--- src/rtl/stlex_pkg.sv ---
// Shared types and constants for the source text lexer.
// Token kind codes, named source bytes and the token record used by the
// core and the top level. No dependencies.
`default_nettype none

package stlex_pkg;

  localparam int KIND_W = 6;
  localparam int LINE_OUT_W = 16;
  localparam int COL_OUT_W = 9;
  localparam int LEN_OUT_W = 9;

  // Token kinds
  localparam logic [KIND_W-1:0] K_ENDLINE = 6'd0;
  localparam logic [KIND_W-1:0] K_LPAREN  = 6'd1;
  localparam logic [KIND_W-1:0] K_RPAREN  = 6'd2;
  localparam logic [KIND_W-1:0] K_LBRACE  = 6'd3;
  localparam logic [KIND_W-1:0] K_RBRACE  = 6'd4;
  localparam logic [KIND_W-1:0] K_LBRACK  = 6'd5;
  localparam logic [KIND_W-1:0] K_RBRACK  = 6'd6;
  localparam logic [KIND_W-1:0] K_PLUS    = 6'd7;
  localparam logic [KIND_W-1:0] K_INC     = 6'd8;
  localparam logic [KIND_W-1:0] K_MINUS   = 6'd9;
  localparam logic [KIND_W-1:0] K_RARROW  = 6'd10;
  localparam logic [KIND_W-1:0] K_DEC     = 6'd11;
  localparam logic [KIND_W-1:0] K_STAR    = 6'd12;
  localparam logic [KIND_W-1:0] K_SLASH   = 6'd13;
  localparam logic [KIND_W-1:0] K_BSLASH  = 6'd14;
  localparam logic [KIND_W-1:0] K_PERCENT = 6'd15;
  localparam logic [KIND_W-1:0] K_AMP     = 6'd16;
  localparam logic [KIND_W-1:0] K_PIPE    = 6'd17;
  localparam logic [KIND_W-1:0] K_CARET   = 6'd18;
  localparam logic [KIND_W-1:0] K_TILDE   = 6'd19;
  localparam logic [KIND_W-1:0] K_BANG    = 6'd20;
  localparam logic [KIND_W-1:0] K_QMARK   = 6'd21;
  localparam logic [KIND_W-1:0] K_AT      = 6'd22;
  localparam logic [KIND_W-1:0] K_HASH    = 6'd23;
  localparam logic [KIND_W-1:0] K_LTHAN   = 6'd24;
  localparam logic [KIND_W-1:0] K_LARROW  = 6'd25;
  localparam logic [KIND_W-1:0] K_LTHANEQ = 6'd26;
  localparam logic [KIND_W-1:0] K_GTHAN   = 6'd27;
  localparam logic [KIND_W-1:0] K_GTHANEQ = 6'd28;
  localparam logic [KIND_W-1:0] K_EQUALS  = 6'd29;
  localparam logic [KIND_W-1:0] K_EQUIV   = 6'd30;
  localparam logic [KIND_W-1:0] K_COMMA   = 6'd31;
  localparam logic [KIND_W-1:0] K_COLON   = 6'd32;
  localparam logic [KIND_W-1:0] K_PERIOD  = 6'd33;
  localparam logic [KIND_W-1:0] K_STR     = 6'd34;
  localparam logic [KIND_W-1:0] K_INT     = 6'd35;
  localparam logic [KIND_W-1:0] K_FLOAT   = 6'd36;
  localparam logic [KIND_W-1:0] K_WORD    = 6'd37;
  localparam logic [KIND_W-1:0] K_NONE    = 6'd63;

  // Named source bytes
  localparam logic [7:0] CH_NL         = 8'h0A;
  localparam logic [7:0] CH_TAB        = 8'h09;
  localparam logic [7:0] CH_CR         = 8'h0D;
  localparam logic [7:0] CH_SPACE      = 8'h20;
  localparam logic [7:0] CH_QUOTE      = 8'h27;
  localparam logic [7:0] CH_DOT        = 8'h2E;
  localparam logic [7:0] CH_F          = 8'h66;
  localparam logic [7:0] CH_UNDERSCORE = 8'h5F;
  localparam logic [7:0] CH_PLUS       = 8'h2B;
  localparam logic [7:0] CH_MINUS      = 8'h2D;
  localparam logic [7:0] CH_LT         = 8'h3C;
  localparam logic [7:0] CH_GT         = 8'h3E;
  localparam logic [7:0] CH_EQ         = 8'h3D;
  localparam logic [7:0] CH_SEMI       = 8'h3B;

  typedef struct packed {
    logic [KIND_W-1:0]     kind;
    logic [LINE_OUT_W-1:0] line;
    logic [COL_OUT_W-1:0]  column;
    logic [LEN_OUT_W-1:0]  length;
    logic                  unterm;
  } token_t;

  // Up to three tokens from one byte, in order; valid bits may have gaps
  typedef struct packed {
    logic [2:0]   valid;
    token_t [2:0] tok;
  } tok_set_t;

endpackage

`default_nettype wire

--- src/rtl/stlex_core.sv ---
// Lexer state and per-byte token logic: one byte in, up to three tokens out.
// Depends on stlex_pkg.
`default_nettype none

module stlex_core
  import stlex_pkg::*;
#(
  parameter int MAX_LINE   = 256,
  parameter int LINE_LIMIT = 65535
) (
  input  wire logic       clk,
  input  wire logic       rst,
  input  wire logic       fire,
  input  wire logic [7:0] char_byte,
  input  wire logic       end_of_input,
  input  wire logic [7:0] comment_char,
  output tok_set_t        toks
);

  localparam int CW = $clog2(MAX_LINE + 2);
  localparam int LW = $clog2(LINE_LIMIT + 1);

  typedef enum logic [2:0] {
    MODE_IDLE, MODE_WORD, MODE_NUMBER, MODE_OP, MODE_STRING, MODE_COMMENT
  } mode_t;

  mode_t          mode, mode_next;
  logic [7:0]     held, held_next;
  logic [CW-1:0]  plen, plen_next;
  logic [CW-1:0]  psc, psc_next;
  logic [CW-1:0]  col, col_next;
  logic [LW-1:0]  line, line_next;
  logic           saw_dot, saw_dot_next;
  logic           ends_f, ends_f_next;
  logic           last_endl, last_endl_next;
  logic           any_sent, any_sent_next;

  logic           is_digit, is_alpha, is_ident, is_space, is_op, is_nl;
  logic [KIND_W-1:0] pk;
  logic           done, newline, split_end, line_end;
  mode_t          mode_a, mode_b;
  logic [CW-1:0]  len_a, len_b, psc_b, col1, end_col;
  logic [7:0]     held_b;
  logic           saw_a, saw_b, endf_a, endf_b;
  logic           v0, v1, v2;
  token_t         t0, t1, t2;

  function automatic logic [KIND_W-1:0] punct_kind(input logic [7:0] b);
    logic [KIND_W-1:0] k;
    unique case (b)
      "(":     k = K_LPAREN;
      ")":     k = K_RPAREN;
      "{":     k = K_LBRACE;
      "}":     k = K_RBRACE;
      "[":     k = K_LBRACK;
      "]":     k = K_RBRACK;
      "*":     k = K_STAR;
      "/":     k = K_SLASH;
      "\\":    k = K_BSLASH;
      "%":     k = K_PERCENT;
      "&":     k = K_AMP;
      "|":     k = K_PIPE;
      "^":     k = K_CARET;
      "~":     k = K_TILDE;
      "!":     k = K_BANG;
      "?":     k = K_QMARK;
      "@":     k = K_AT;
      "#":     k = K_HASH;
      ",":     k = K_COMMA;
      ":":     k = K_COLON;
      CH_DOT:  k = K_PERIOD;
      default: k = K_NONE;
    endcase
    return k;
  endfunction

  function automatic logic [KIND_W-1:0] op_kind(input logic [7:0] a, input logic [7:0] s);
    logic [KIND_W-1:0] k;
    case (a)
      CH_PLUS:  k = (s == CH_PLUS) ? K_INC : K_PLUS;
      CH_MINUS: k = (s == CH_GT) ? K_RARROW : ((s == CH_MINUS) ? K_DEC : K_MINUS);
      CH_LT:    k = (s == CH_MINUS) ? K_LARROW : ((s == CH_EQ) ? K_LTHANEQ : K_LTHAN);
      CH_GT:    k = (s == CH_EQ) ? K_GTHANEQ : K_GTHAN;
      default:  k = (s == CH_EQ) ? K_EQUIV : K_EQUALS;
    endcase
    return k;
  endfunction

  function automatic token_t mk_tok(input logic [KIND_W-1:0] k, input logic [CW-1:0] c,
                                    input logic [CW-1:0] l, input logic u,
                                    input logic [LW-1:0] ln);
    token_t     t;
    logic [31:0] cx, lx, nx;
    cx = 32'(c);
    lx = 32'(l);
    nx = 32'(ln);
    t.kind   = k;
    t.line   = nx[LINE_OUT_W-1:0];
    t.column = cx[COL_OUT_W-1:0];
    t.length = lx[LEN_OUT_W-1:0];
    t.unterm = u;
    return t;
  endfunction

  function automatic token_t flush_tok(input mode_t m, input logic [CW-1:0] sc,
                                       input logic [CW-1:0] l, input logic [7:0] h,
                                       input logic dot, input logic f,
                                       input logic [LW-1:0] ln);
    token_t t;
    case (m)
      MODE_NUMBER: t = mk_tok((dot || f) ? K_FLOAT : K_INT, sc, l, 1'b0, ln);
      MODE_OP:     t = mk_tok(op_kind(h, 8'h00), sc, CW'(1), 1'b0, ln);
      MODE_STRING: t = mk_tok(K_STR, sc, l, 1'b1, ln);
      default:     t = mk_tok(K_WORD, sc, l, 1'b0, ln);
    endcase
    return t;
  endfunction

  function automatic logic has_pending(input mode_t m);
    return (m == MODE_WORD) || (m == MODE_NUMBER) || (m == MODE_OP) || (m == MODE_STRING);
  endfunction

  always_comb begin
    is_digit = (char_byte >= "0") && (char_byte <= "9");
    is_alpha = ((char_byte >= "A") && (char_byte <= "Z")) ||
               ((char_byte >= "a") && (char_byte <= "z"));
    is_ident = is_digit || is_alpha || (char_byte == CH_UNDERSCORE);
    is_space = (char_byte == CH_SPACE) || (char_byte == CH_TAB) || (char_byte == CH_CR);
    is_op    = (char_byte == CH_PLUS) || (char_byte == CH_MINUS) || (char_byte == CH_LT) ||
               (char_byte == CH_GT) || (char_byte == CH_EQ);
    is_nl    = (char_byte == CH_NL);
    pk       = punct_kind(char_byte);

    // Continue or close the token in progress
    mode_a = mode;
    len_a  = plen;
    saw_a  = saw_dot;
    endf_a = ends_f;
    done   = 1'b0;
    v0     = 1'b0;
    t0     = '0;
    unique case (mode)
      MODE_WORD: begin
        if (is_ident) begin
          len_a = plen + CW'(1);
          done  = 1'b1;
        end else begin
          v0     = 1'b1;
          t0     = flush_tok(mode, psc, plen, held, saw_dot, ends_f, line);
          mode_a = MODE_IDLE;
        end
      end
      MODE_NUMBER: begin
        if (is_digit || char_byte == CH_DOT || char_byte == CH_F) begin
          len_a  = plen + CW'(1);
          saw_a  = saw_dot || (char_byte == CH_DOT);
          endf_a = (char_byte == CH_F);
          done   = 1'b1;
        end else begin
          v0     = 1'b1;
          t0     = flush_tok(mode, psc, plen, held, saw_dot, ends_f, line);
          mode_a = MODE_IDLE;
        end
      end
      MODE_OP: begin
        v0     = 1'b1;
        mode_a = MODE_IDLE;
        if (is_op) begin
          t0   = mk_tok(op_kind(held, char_byte), psc, CW'(2), 1'b0, line);
          done = 1'b1;
        end else begin
          t0 = flush_tok(mode, psc, plen, held, saw_dot, ends_f, line);
        end
      end
      MODE_STRING: begin
        if (char_byte == CH_QUOTE) begin
          len_a  = plen + CW'(1);
          v0     = 1'b1;
          t0     = mk_tok(K_STR, psc, plen + CW'(1), 1'b0, line);
          mode_a = MODE_IDLE;
          done   = 1'b1;
        end else if (!is_nl) begin
          len_a = plen + CW'(1);
          done  = 1'b1;
        end
      end
      MODE_COMMENT: begin
        done = !is_nl;
      end
      default: ;
    endcase

    // Start a new token or end the line
    newline = is_nl && !done;
    mode_b  = mode_a;
    psc_b   = psc;
    len_b   = len_a;
    held_b  = held;
    saw_b   = saw_a;
    endf_b  = endf_a;
    v1      = 1'b0;
    t1      = '0;
    if (!done) begin
      if (is_nl) begin
        // an open string is closed by the newline
        if (mode_a == MODE_STRING) begin
          v1 = 1'b1;
          t1 = mk_tok(K_STR, psc, len_a, 1'b1, line);
        end
        mode_b = MODE_IDLE;
      end else if (is_space) begin
        mode_b = mode_a;
      end else if (char_byte == comment_char) begin
        mode_b = MODE_COMMENT;
      end else if (char_byte == CH_QUOTE) begin
        mode_b = MODE_STRING;
        psc_b  = col;
        len_b  = CW'(1);
      end else if (is_op) begin
        mode_b = MODE_OP;
        psc_b  = col;
        len_b  = CW'(1);
        held_b = char_byte;
      end else if (pk != K_NONE) begin
        v1 = 1'b1;
        t1 = mk_tok(pk, col, CW'(1), 1'b0, line);
      end else if (is_digit) begin
        mode_b = MODE_NUMBER;
        psc_b  = col;
        len_b  = CW'(1);
        saw_b  = 1'b0;
        endf_b = 1'b0;
      end else if (is_ident) begin
        mode_b = MODE_WORD;
        psc_b  = col;
        len_b  = CW'(1);
      end else begin
        v1 = 1'b1;
        t1 = mk_tok(K_WORD, col, CW'(1), 1'b0, line);
      end
    end

    // End of input or line split: flush whatever is still open
    col1      = col + CW'(1);
    split_end = !newline && (end_of_input || (col1 > CW'(MAX_LINE)));
    if (split_end && !v1 && has_pending(mode_b)) begin
      v1 = 1'b1;
      t1 = flush_tok(mode_b, psc_b, len_b, held_b, saw_b, endf_b, line);
    end
    line_end = newline || split_end;
    end_col  = newline ? col : ((col1 > CW'(MAX_LINE)) ? CW'(MAX_LINE) : col1);

    // End of line: never first, never twice in a row
    v2 = line_end && (v0 || v1 || (any_sent && !last_endl));
    t2 = mk_tok(K_ENDLINE, end_col, '0, 1'b0, line);

    mode_next      = line_end ? MODE_IDLE : mode_b;
    held_next      = held_b;
    plen_next      = len_b;
    psc_next       = psc_b;
    saw_dot_next   = saw_b;
    ends_f_next    = endf_b;
    col_next       = line_end ? CW'(1) : col1;
    line_next      = (line_end && (line < LW'(LINE_LIMIT))) ? line + LW'(1) : line;
    any_sent_next  = any_sent || v0 || v1;
    last_endl_next = v2 ? 1'b1 : ((v0 || v1) ? 1'b0 : last_endl);

    toks.valid = {v2, v1, v0};
    toks.tok   = {t2, t1, t0};
  end

  always_ff @(posedge clk) begin
    if (rst) begin
      mode      <= MODE_IDLE;
      held      <= '0;
      plen      <= '0;
      psc       <= CW'(1);
      col       <= CW'(1);
      line      <= LW'(1);
      saw_dot   <= 1'b0;
      ends_f    <= 1'b0;
      last_endl <= 1'b0;
      any_sent  <= 1'b0;
    end else if (fire) begin
      mode      <= mode_next;
      held      <= held_next;
      plen      <= plen_next;
      psc       <= psc_next;
      col       <= col_next;
      line      <= line_next;
      saw_dot   <= saw_dot_next;
      ends_f    <= ends_f_next;
      last_endl <= last_endl_next;
      any_sent  <= any_sent_next;
    end
  end

endmodule

`default_nettype wire

--- src/rtl/source_text_lexer_unit.sv ---
// Top level of the source text lexer: input register, lexer core and
// a four-entry output queue. Depends on stlex_pkg and stlex_core.
//
//   channel  direction  handshake                 payload
//   src      in         src_valid / src_ready     char_byte, end_of_input
//   tok      out        tok_valid / tok_ready     token_kind .. last_in_run
//   cfg      in         cfg_write_en              cfg_write_data (comment byte)
//
// One byte per cycle when not stalled; each byte passes the input register, then the queue.
// The queue takes a byte's tokens only while it holds at most one entry, so a
// byte giving two or three tokens stalls the input until the queue holds at most one.
// A stalled output keeps the queue from taking tokens and then holds src_ready low.
// Reset (rst, synchronous) empties the queue and restores the comment byte.
`default_nettype none

module source_text_lexer_unit
  import stlex_pkg::*;
#(
  parameter int MAX_LINE   = 256,
  parameter int LINE_LIMIT = 65535
) (
  input  wire logic                  clk,
  input  wire logic                  rst,
  input  wire logic                  src_valid,
  output logic                       src_ready,
  input  wire logic [7:0]            char_byte,
  input  wire logic                  end_of_input,
  input  wire logic                  cfg_write_en,
  input  wire logic [7:0]            cfg_write_data,
  output logic                       tok_valid,
  input  wire logic                  tok_ready,
  output logic [KIND_W-1:0]          token_kind,
  output logic [LINE_OUT_W-1:0]      line_number,
  output logic [COL_OUT_W-1:0]       start_column,
  output logic [LEN_OUT_W-1:0]       token_length,
  output logic                       unterminated,
  output logic                       last_in_run
);

  localparam int QDEPTH = 4;
  localparam int QIW    = $clog2(QDEPTH);
  localparam int QCW    = $clog2(QDEPTH + 1);

  typedef struct packed {
    token_t tok;
    logic   last;
  } qent_t;

  logic           in_valid_q;
  logic [7:0]     byte_q;
  logic           eoi_q;
  logic [7:0]     comment_char;
  logic           fire, pop;
  tok_set_t       toks;

  qent_t          q [QDEPTH];
  qent_t          q_next [QDEPTH];
  logic [QCW-1:0] qcnt, qcnt_next, base;
  logic [QIW-1:0] pos [3];
  logic [2:0]     is_last;

  stlex_core #(
    .MAX_LINE   (MAX_LINE),
    .LINE_LIMIT (LINE_LIMIT)
  ) u_core (
    .clk          (clk),
    .rst          (rst),
    .fire         (fire),
    .char_byte    (byte_q),
    .end_of_input (eoi_q),
    .comment_char (comment_char),
    .toks         (toks)
  );

  assign fire      = in_valid_q && (qcnt <= QCW'(1));
  assign src_ready = !in_valid_q || fire;
  assign tok_valid = (qcnt != '0);
  assign pop       = tok_valid && tok_ready;

  always_comb begin
    // pack the byte's tokens into consecutive queue slots
    pos[0]  = '0;
    pos[1]  = QIW'(toks.valid[0]);
    pos[2]  = QIW'(toks.valid[0]) + QIW'(toks.valid[1]);
    is_last = {toks.valid[2],
               toks.valid[1] && !toks.valid[2],
               toks.valid[0] && !toks.valid[1] && !toks.valid[2]};
    base    = qcnt - QCW'(pop);

    for (int j = 0; j < QDEPTH - 1; j++) begin
      q_next[j] = pop ? q[j + 1] : q[j];
    end
    q_next[QDEPTH-1] = q[QDEPTH-1];

    for (int i = 0; i < 3; i++) begin
      if (fire && toks.valid[i]) begin
        q_next[base[QIW-1:0] + pos[i]].tok  = toks.tok[i];
        q_next[base[QIW-1:0] + pos[i]].last = is_last[i];
      end
    end

    qcnt_next = base + (fire ? QCW'($countones(toks.valid)) : QCW'(0));
  end

  always_ff @(posedge clk) begin
    if (rst) begin
      in_valid_q   <= 1'b0;
      qcnt         <= '0;
      comment_char <= CH_SEMI;
    end else begin
      if (src_ready) begin
        in_valid_q <= src_valid;
      end
      qcnt <= qcnt_next;
      if (cfg_write_en) begin
        comment_char <= cfg_write_data;
      end
    end
  end

  always_ff @(posedge clk) begin
    if (src_valid && src_ready) begin
      byte_q <= char_byte;
      eoi_q  <= end_of_input;
    end
    for (int j = 0; j < QDEPTH; j++) begin
      q[j] <= q_next[j];
    end
  end

  assign token_kind   = q[0].tok.kind;
  assign line_number  = q[0].tok.line;
  assign start_column = q[0].tok.column;
  assign token_length = q[0].tok.length;
  assign unterminated = q[0].tok.unterm;
  assign last_in_run  = q[0].last;

`ifndef SYNTHESIS
  a_qcnt_bound: assert property (@(posedge clk) disable iff (rst)
    qcnt <= QCW'(QDEPTH))
    else $error("output queue overfilled");

  a_unterm_string: assert property (@(posedge clk) disable iff (rst)
    tok_valid && unterminated |-> token_kind == K_STR)
    else $error("unterminated flag on a non-string item");

  a_endline_shape: assert property (@(posedge clk) disable iff (rst)
    tok_valid && token_kind == K_ENDLINE |-> token_length == '0 && !unterminated)
    else $error("end of line item with length or flag");

  a_held_byte: assert property (@(posedge clk) disable iff (rst)
    in_valid_q && !fire |=> in_valid_q && $stable(byte_q) && $stable(eoi_q))
    else $error("waiting byte lost or changed");
`endif

endmodule

`default_nettype wire
--- config.mk ---
export PLATFORM = sky130hd
export DESIGN_NAME = source_text_lexer_unit
export DESIGN_NICKNAME = d
export VERILOG_FILES = /design/src/rtl/stlex_pkg.sv /design/src/rtl/stlex_core.sv /design/src/rtl/source_text_lexer_unit.sv
export SDC_FILE = /design/constraint.sdc
export NUM_CORES = 1
export LEC_CHECK = 0
export BUFFER_PORTS_ARGS = -buffer_cell sky130_fd_sc_hd__buf_2
export CORE_MARGIN = 8
export CORE_UTILIZATION = 50
export CTS_CLUSTER_SIZE = 28
export DETAILED_ROUTE_END_ITERATION = 8
export GPL_ROUTABILITY_DRIVEN = 0
export HOLD_SLACK_MARGIN = 0.1
export MAX_ROUTING_LAYER = met4
export PLACE_DENSITY = 0.67
export SYNTH_ARGS = -nofsm -noshare
export SYNTH_HDL_FRONTEND = slang
export SYNTH_SLANG_ARGS = --single-unit
--- constraint.sdc ---
create_clock -name clk -period 11.25 [get_ports clk]
set_input_delay 1.6875 -clock clk [delete_from_list [all_inputs] [get_ports clk]]
set_output_delay 1.6875 -clock clk [all_outputs]
set_load 0.02 [all_outputs]
==> summary.txt, run 1 <==
STA
  • Final Skew: 0.01017 ns
  • Slew @ Worst Pin: approximately 1.2 ns
  • Hold Fails Final Rpt: 0
  • Worst Slack Setup Final: ~5.4 ns
  • Fin crit period: between 5 and 6 ns
  • Relative slew margins: slightly above 20%
  • Tcrit/Tclk final: a little over half
  • Max Fclk: 169.7 MHz
  • Setup TNS: 0 ns
  • Unrepaired setup endpoints after global routing: no
  • Slew Viols, Final: 0
  • Setup violators final: 0
  • Hold WS: 0.4663 ns

Final layout
  • Filler cell count: 2625
  • Post-layout util: roughly 56%
  • Nets: around 1700
  • Area grow syn2layout: 8.884%
  • Non-filler cells, final: a little over 2000
  • # diodes: 0
  • Multi-input gate area: 8582 sq um
  • Sequential cell area: approximately 5000 sq um
  • Fin area: ~16000 sq um
  • Fraction of layout cells with a size suffix above 1: 15.97%

Clock network
  • Clk root buf: clkbuf_16
  • H-tree Lvls: 1
  • CTS Hold Bufs: 0
  • Clock Latency Late Sink: around 0.54 ns
  • Worst-path clk slew: 0.06 ns
  • Clock sink count: about 250
  • Clk buf depth: 3
  • Post-CTS Setup Bufs: 0
  • CTS Buf Count: 27
  • Post-CTS sizing: 0
  • CTS tree: yes

Placed design
  • Post-DP HPWL: 25300 microns
  • Placed cells: roughly 2000
  • Placement Cell Area: around 15000 sq um
  • DP Worst Slack: roughly 5.4 ns
  • Port bufs: 65

Critical path
  • Worst-path maximum fanout: 37
  • Worst EP required: between 10 and 15 ns
  • Flop-to-flop setup slack: about 5.4 ns
  • Worst R2R Path Depth: 16
  • CP arrival: approximately 6.3 ns
  • Top delay family on crit path: simple AND/OR/NAND/NOR gates
  • WS Path Type: reg -> reg
  • Reg2reg end: q[0][34]$_DFF_P_
  • Startpoint types: flop
  • Crit-path cells: or4_1 -> or3_1 -> nand2_1 -> nand4_1 -> o221ai_1 -> a221o_1 -> mux2i_1 -> buf_4 -> nor2_1 -> inv_1 -> fa_1 -> xnor2_1 -> nor3_1 -> o21a_2 -> nand3b_4 -> mux2_2
  • Crit end category: flop
  • Slowest-stage cell, CP: o21a_2
  • Reg2Reg Launch Point: byte_q[4]$_DFFE_PP_
  • Critical Path End: q[0][34]$_DFF_P_
  • Crit. path cell count: 16
  • Critical Path Start: byte_q[4]$_DFFE_PP_
  • Buf+Inv Stages, Crit Path: 2
  • Slowest stage delay, CP: roughly 0.77 ns

Yosys
  • Synthesized flop and latch total: ~250
  • Post-synth ARST share: 0%
  • Syn Std Cell Area: 14240 sq um
  • Sequential share of the synthesized area: 35.36%
  • Synth warn: 0
  • Share of the synthesized area in the top cell type: ~33%
  • Post-synth EDFFs: 9
  • Area leader, netlist: dfxtp_1
  • Top post-synthesis cells by count: 238 x dfxtp_1, 214 x nand2_1, 112 x a21oi_1, 107 x mux2_2, 100 x clkbuf_1
  • Main flop type after synthesis: dfxtp_1
  • Synth Area per Inst: 8.516 sq um
  • Synthesized net count: 1706
  • Gate Count Post-Synth: 1672
  • Synth area leaders: dfxtp_1 33%, mux2_2 8.5%, mux2i_1 5.9%
  • Most common cell in the netlist: dfxtp_1
  • Unique masters post-synth: between 80 and 90

Power and ir drop
  • Sw power: approximately 1.1 mW
  • Clk pwr share: a little over a quarter
  • Switching part of the total: between 30% and 40%
  • Power Internal: about 2.1 mW
  • Final Power: between 3 and 4 mW
  • Peak VDD IR: slightly below 0.2 mV
  • Leak pwr: 6.120 nW
  • Power per Cell Area: between 200 and 250 nW/um^2
  • Power share of the combinational group: 33.9%
  • Sequential Power Share: between 30% and 40%

Flow run
  • Max Cap Viol: 0

Routing
  • DRC Markers: 0
  • Vias/cell: 6.204
  • ANT nets after route: 0
  • TritonRoute pass-1 iters: 6
  • Routed vias: 12680
  • DRT Wirelength: 39010 microns
  • WL/cell: ~19 microns
  • 1st-iter DRT viols: 1267

Floorplan
  • Core Area: ~28000 sq um
  • Die Y: about 180 microns
  • Initial Util: 50.97%
  • Cell row count: 61
  • Die area: 34130 sq um
  • Die X-Extent: about 180 microns
  • Io pins: 66

Global route
  • Vias in the first global route: around 12000
  • Total GRT Usage: 23.00%
  • Largest net degree at the start of global routing: 71
  • Initial antenna violation count: 0
  • First-pass GRT wire length: approximately 63000 microns
  • GRT Residual Overflow: 0

Worst hold path
  • Tightest Hold Check Type: reg -> reg

Outcome
  • Status: finished, final reports clean
[power groups by stage]
stage	Clock (mW)	Sequential (mW)	Combinational (mW)
floorplan	0	1.26	0.812
global placement	0	1.25	1.04
detailed placement	0	1.25	1.07
CTS	0.876	1.24	1.07
global route	0.912	1.26	1.18
finish	0.859	1.24	1.08
[cells by family after synthesis]
logic type / share of synthesized area, %
adder cells (fa/ha/maj): 1.213
AO/OA/AOI/OAI: 19.63
buffers and inverters: 4.543
AND/OR/NAND/NOR: 20.09
multiplexers: 16.58
flip-flops: 35.36
XOR/XNOR: 2.583
[worst register-to-register path: cells and delay by family (launching register included)]
kind / cells / cell delay, ns
AOI/OAI and AO/OA: 3 / 1.40
xor gates and xnor gates: 1 / 0.16
adders and majority gates: 1 / 0.44
buffers and inverters: 2 / 0.31
DFF: 1 / 0.69
muxes: 2 / 0.46
and+or+nand+nor: 7 / 2.31
[worst min-delay path by stage]
stage,from,to,slack (ns),depth (start not counted)
2_1_floorplan,q[3][26]$_DFF_P_,q[3][26]$_DFF_P_,0.43,1
3_3_place_gp,q[3][28]$_DFF_P_,q[3][28]$_DFF_P_,0.44,1
3_5_place_dp,q[3][34]$_DFF_P_,q[3][34]$_DFF_P_,0.45,1
4_1_cts,q[3][34]$_DFF_P_,q[3][34]$_DFF_P_,0.47,1
5_1_grt,q[3][34]$_DFF_P_,q[3][34]$_DFF_P_,0.49,1
6_report,q[3][34]$_DFF_P_,q[3][34]$_DFF_P_,0.47,1
[metal layers]
metal	routed length, microns	global-route usage, %	share of wire [%]
met2	16860	34.76	43
met5	0	-	0
met4	1241	6.978	3.2
met3	3075	3.406	7.9
met1	17830	31.39	46
[cell type report]
cell class / count / area share [%]
Sequential cell: 247 / 32.48
Timing Repair Buffer: 87 / 3.164
Clock buffer: 44 / 5.415
Multi-Input combinational cell: 1268 / 55.35
Inverter: 17 / 0.4116
Tap cell: 378 / 3.051
Clock inverter: 3 / 0.1291
[cell usage in the layout (no fill, tap or decap), types with 17 or more instances in the layout]
master / netlist / routed
a211o_1: 23 / 23
a21oi_1: 112 / 112
buf_2: 28 / 65
buf_4: 2 / 22
clkbuf_16: 0 / 27
dfxtp_1: 238 / 238
mux2_1: 28 / 28
mux2_2: 107 / 107
mux2i_1: 84 / 84
nand2_1: 214 / 214
nand2b_1: 24 / 24
nand3_1: 69 / 69
nor2_1: 95 / 95
nor2b_1: 32 / 32
nor3_1: 23 / 23
o211ai_1: 86 / 86
o21ai_0: 79 / 79
or3_1: 36 / 36
xnor2_1: 17 / 17
xor2_1: 25 / 25
[registers in the layout, summed over array words and instances (netlist names), 3 cells and up]
register      cells
comment_char      8
u_core.mode       3
u_core.plen       9
qcnt              3
byte_q            8
u_core.line      16
u_core.col        9
u_core.psc        9
q               168
u_core.held       8
(Power assumes the default switching activity.)
==> run 2, diff against run 1 <==
clock period = 5.5 ns   (was 11.25 ns; I/O delays follow)
==> run 2 against run 1 <==
Effect of this change:
- combinational power increased by 110%
- global-route usage rose by 0.49 points
- worst setup slack worse by 4.9 ns
- die area unchanged
- highest routed layer unchanged
- largest power group unchanged
- routed wire length increased by 1.3%
==> summary.txt, run 2 (synthesized netlist as in run 1, its figures left out) <==
Clock network
  • Clk buf depth: 3 (unchanged)
  • H-tree Lvls: 1 (unchanged)
  • Worst-path clk slew: 0.06 ns (about the same)
  • CTS tree: yes
  • Clk root buf: clkbuf_16
  • Clock Latency Late Sink: 0.53 ns (about the same)
  • CTS Buf Count: 27 (unchanged)
  • Clock sink count: 247 (unchanged)

Power and ir drop
  • Peak VDD IR: 0.3582 mV (+84%)
  • Final Power: 6.626 mW (+110%)
  • Power per Cell Area: 421.2 nW/um^2 (+110%)
  • Leak pwr: 6.256 nW (+2.2%)

Critical path
  • Worst R2R Path Depth: 18 (+2)
  • Worst EP required: 5.89 ns (-5.78 ns)
  • Flop-to-flop setup slack: 0.42 ns (-4.94 ns)
  • Worst-path maximum fanout: 25 (-32%)
  • Slowest-stage cell, CP: or4b_4
  • Slowest stage delay, CP: 0.65 ns (-0.12 ns)
  • Crit end category: flop
  • CP arrival: 5.47 ns (-0.85 ns)
  • WS Path Type: reg -> reg
  • Startpoint types: flop
  • Crit-path cells: or4b_4 -> or3_4 -> a21oi_2 -> a21oi_1 -> a32oi_1 -> o211ai_2 -> mux2i_1 -> nor2_1 -> inv_1 -> fa_1 -> xor2_1 -> nand2_1 -> nor2_1 -> o21a_1 -> buf_4 -> buf_4 -> a211o_1 -> o211ai_1
  • Reg2Reg Launch Point: byte_q[6]$_DFFE_PP_
  • Reg2reg end: q[1][18]$_DFF_P_

Global route
  • GRT busiest layer: met2
  • Vias in the first global route: 12300 (+3.3%)
  • Initial antenna violation count: 0 (unchanged)
  • GRT Residual Overflow: 0 (unchanged)
  • Total GRT Usage: 23.49% (+0.49 points)
  • Met1 Track Usage GR: 31.31% (-0.082 points)
  • GRT met2 Usage: 36.43% (+1.7 points)
  • Met3 Track Usage GR: 3.190% (-0.22 points)
  • Largest net degree at the start of global routing: 71 (unchanged)
  • First-pass GRT wire length: 64650 microns (+2.2%)

Routing
  • ANT nets after route: 0 (unchanged)
  • DRC Markers: 0 (unchanged)
  • Vias/cell: 6.137 (-1.1%)
  • TritonRoute pass-1 iters: 6 (unchanged)
  • WL/cell: 19.13 microns (+0.25%)
  • DRT Wirelength: 39530 microns (+1.3%)
  • Routed vias: 12680 (unchanged)
  • 1st-iter DRT viols: 1294 (+2.1%)

Final layout
  • Commonest cells after routing, fill and taps aside: 238 x dfxtp_1, 214 x nand2_1, 112 x a21oi_1
  • # diodes: 0 (unchanged)
  • Fin area: 15730 sq um (+1.5%)
  • Largest Register: q
  • Multi-input gate area: 8583 sq um (about the same)
  • Filler cell count: 2555 (-2.7%)
  • Fraction of layout cells with a size suffix above 1: 17.12% (+1.2 points)
  • Area grow syn2layout: 10.47%
  • Largest register FFs: 168 (unchanged)
  • Sequential cell area: 5035 sq um (unchanged)
  • Top Registers: q (168), u_core.line (16)
  • Commonest non-fill, non-tap cell in the layout: dfxtp_1
  • Nets: 1705 (+1.4%)

Placed design
  • Post-DP HPWL: 26420 microns (+4.4%)
  • Port bufs: 65 (unchanged)
  • Placement Cell Area: 14810 sq um (+1.1%)

Floorplan
  • Die Y: 184.8 microns (unchanged)
  • Cell row count: 61 (unchanged)
  • Core Area: 27930 sq um (unchanged)
  • Initial Util: 50.97% (unchanged)
  • Die area: 34130 sq um (unchanged)
  • Io pins: 66 (unchanged)
  • Die X-Extent: 184.8 microns (unchanged)

STA
  • Slew Viols, Final: 0 (unchanged)
  • Fin crit period: 5.083 ns (-0.8113 ns)
  • Slew @ Worst Pin: 1.051 ns (-0.1405 ns)
  • Tcrit/Tclk final: 92.41% (+40 points)
  • Final Skew: 0.009615 ns (-0.0005553 ns)
  • Setup TNS: 0 ns (unchanged)
  • Setup violators final: 0 (unchanged)
  • Max Fclk: 196.7 MHz (+16%)
  • Unrepaired setup endpoints after global routing: no
  • Hold Fails Final Rpt: 0 (unchanged)
  • Relative slew margins: 29.91% (+9.4 points)

Worst hold path
  • Hold Crit Endpoint: q[3][29]$_DFF_P_
  • Hold Path Depth: 1 (unchanged)
  • Tightest Hold Check Type: reg -> reg
  • HP Start: q[3][29]$_DFF_P_

Outcome
  • Status: finished, final reports clean

Flow run
  • Max Cap Viol: 0 (unchanged)
## run 2: metrics by stage
stage | util [%] | hold WS (ns) | setup slack (ns) | cells
CTS | 56.24 | 0.4496 | 0.4765 | 2064
finish | 56.31 | 0.4631 | 0.4172 | 2066
detailed placement | 53.02 | 0.4531 | 0.4939 | 2018
global placement | 53.02 | 0.4410 | 0.6245 | 2018
global route | 56.31 | 0.4563 | 0.09628 | 2066
floorplan | - | 0.4347 | 0.8628 | 1672
## run 2: cell type report
cell class                      instances  share of cell area, %
Clock buffer                           40                  5.051
Multi-Input combinational cell       1268                  54.57
Sequential cell                       247                  32.01
Clock inverter                          6                 0.6682
Timing Repair Buffer                  110                  4.295
Inverter                               17                 0.4057
Tap cell                              378                  3.007
## run 2: repair_timing
item / 4_1_cts / 5_1_grt
hold buffers: 0 / 0
buffers inserted: 0 / 2
endpoints found under the setup margin: 0 / 18
gates resized for setup: 0 / 1
## run 2: worst max-delay path by stage
stage,start,end,cells after the start
3_5_place_dp,byte_q[3]$_DFFE_PP_,q[1][18]$_DFF_P_,18
2_1_floorplan,byte_q[6]$_DFFE_PP_,q[1][26]$_DFF_P_,19
5_1_grt,byte_q[2]$_DFFE_PP_,q[3][19]$_DFF_P_,18
6_report,byte_q[6]$_DFFE_PP_,q[1][18]$_DFF_P_,18
3_3_place_gp,byte_q[3]$_DFFE_PP_,q[1][15]$_DFF_P_,18
4_1_cts,byte_q[3]$_DFFE_PP_,q[1][18]$_DFF_P_,18
## run 2: power by group
| group | switching [mW] | total, mW | internal [mW] | leakage, nW |
|---|---|---|---|---|
| registers | 0.265 | 2.52 | 2.26 | 2.03 |
| clock network | 0.724 | 1.85 | 1.13 | 0.444 |
| logic | 1.19 | 2.25 | 1.05 | 3.78 |
## run 2: worst max-delay path: cells and delay by family (launching register included)
kind / cells / cell delay, ns
simple gates: 5 / 1.45
compound gates: 7 / 1.37
flops: 1 / 0.59
xor+xnor: 1 / 0.20
fa+ha+maj: 1 / 0.45
buf+inv: 3 / 0.68
mux: 1 / 0.20
## run 2: metal layers
metal	routed length (microns)	up-vias
met2	17700	509
li1	-	6088
met1	18010	6000
met3	2672	83
met4	1143	0
met5	0	-
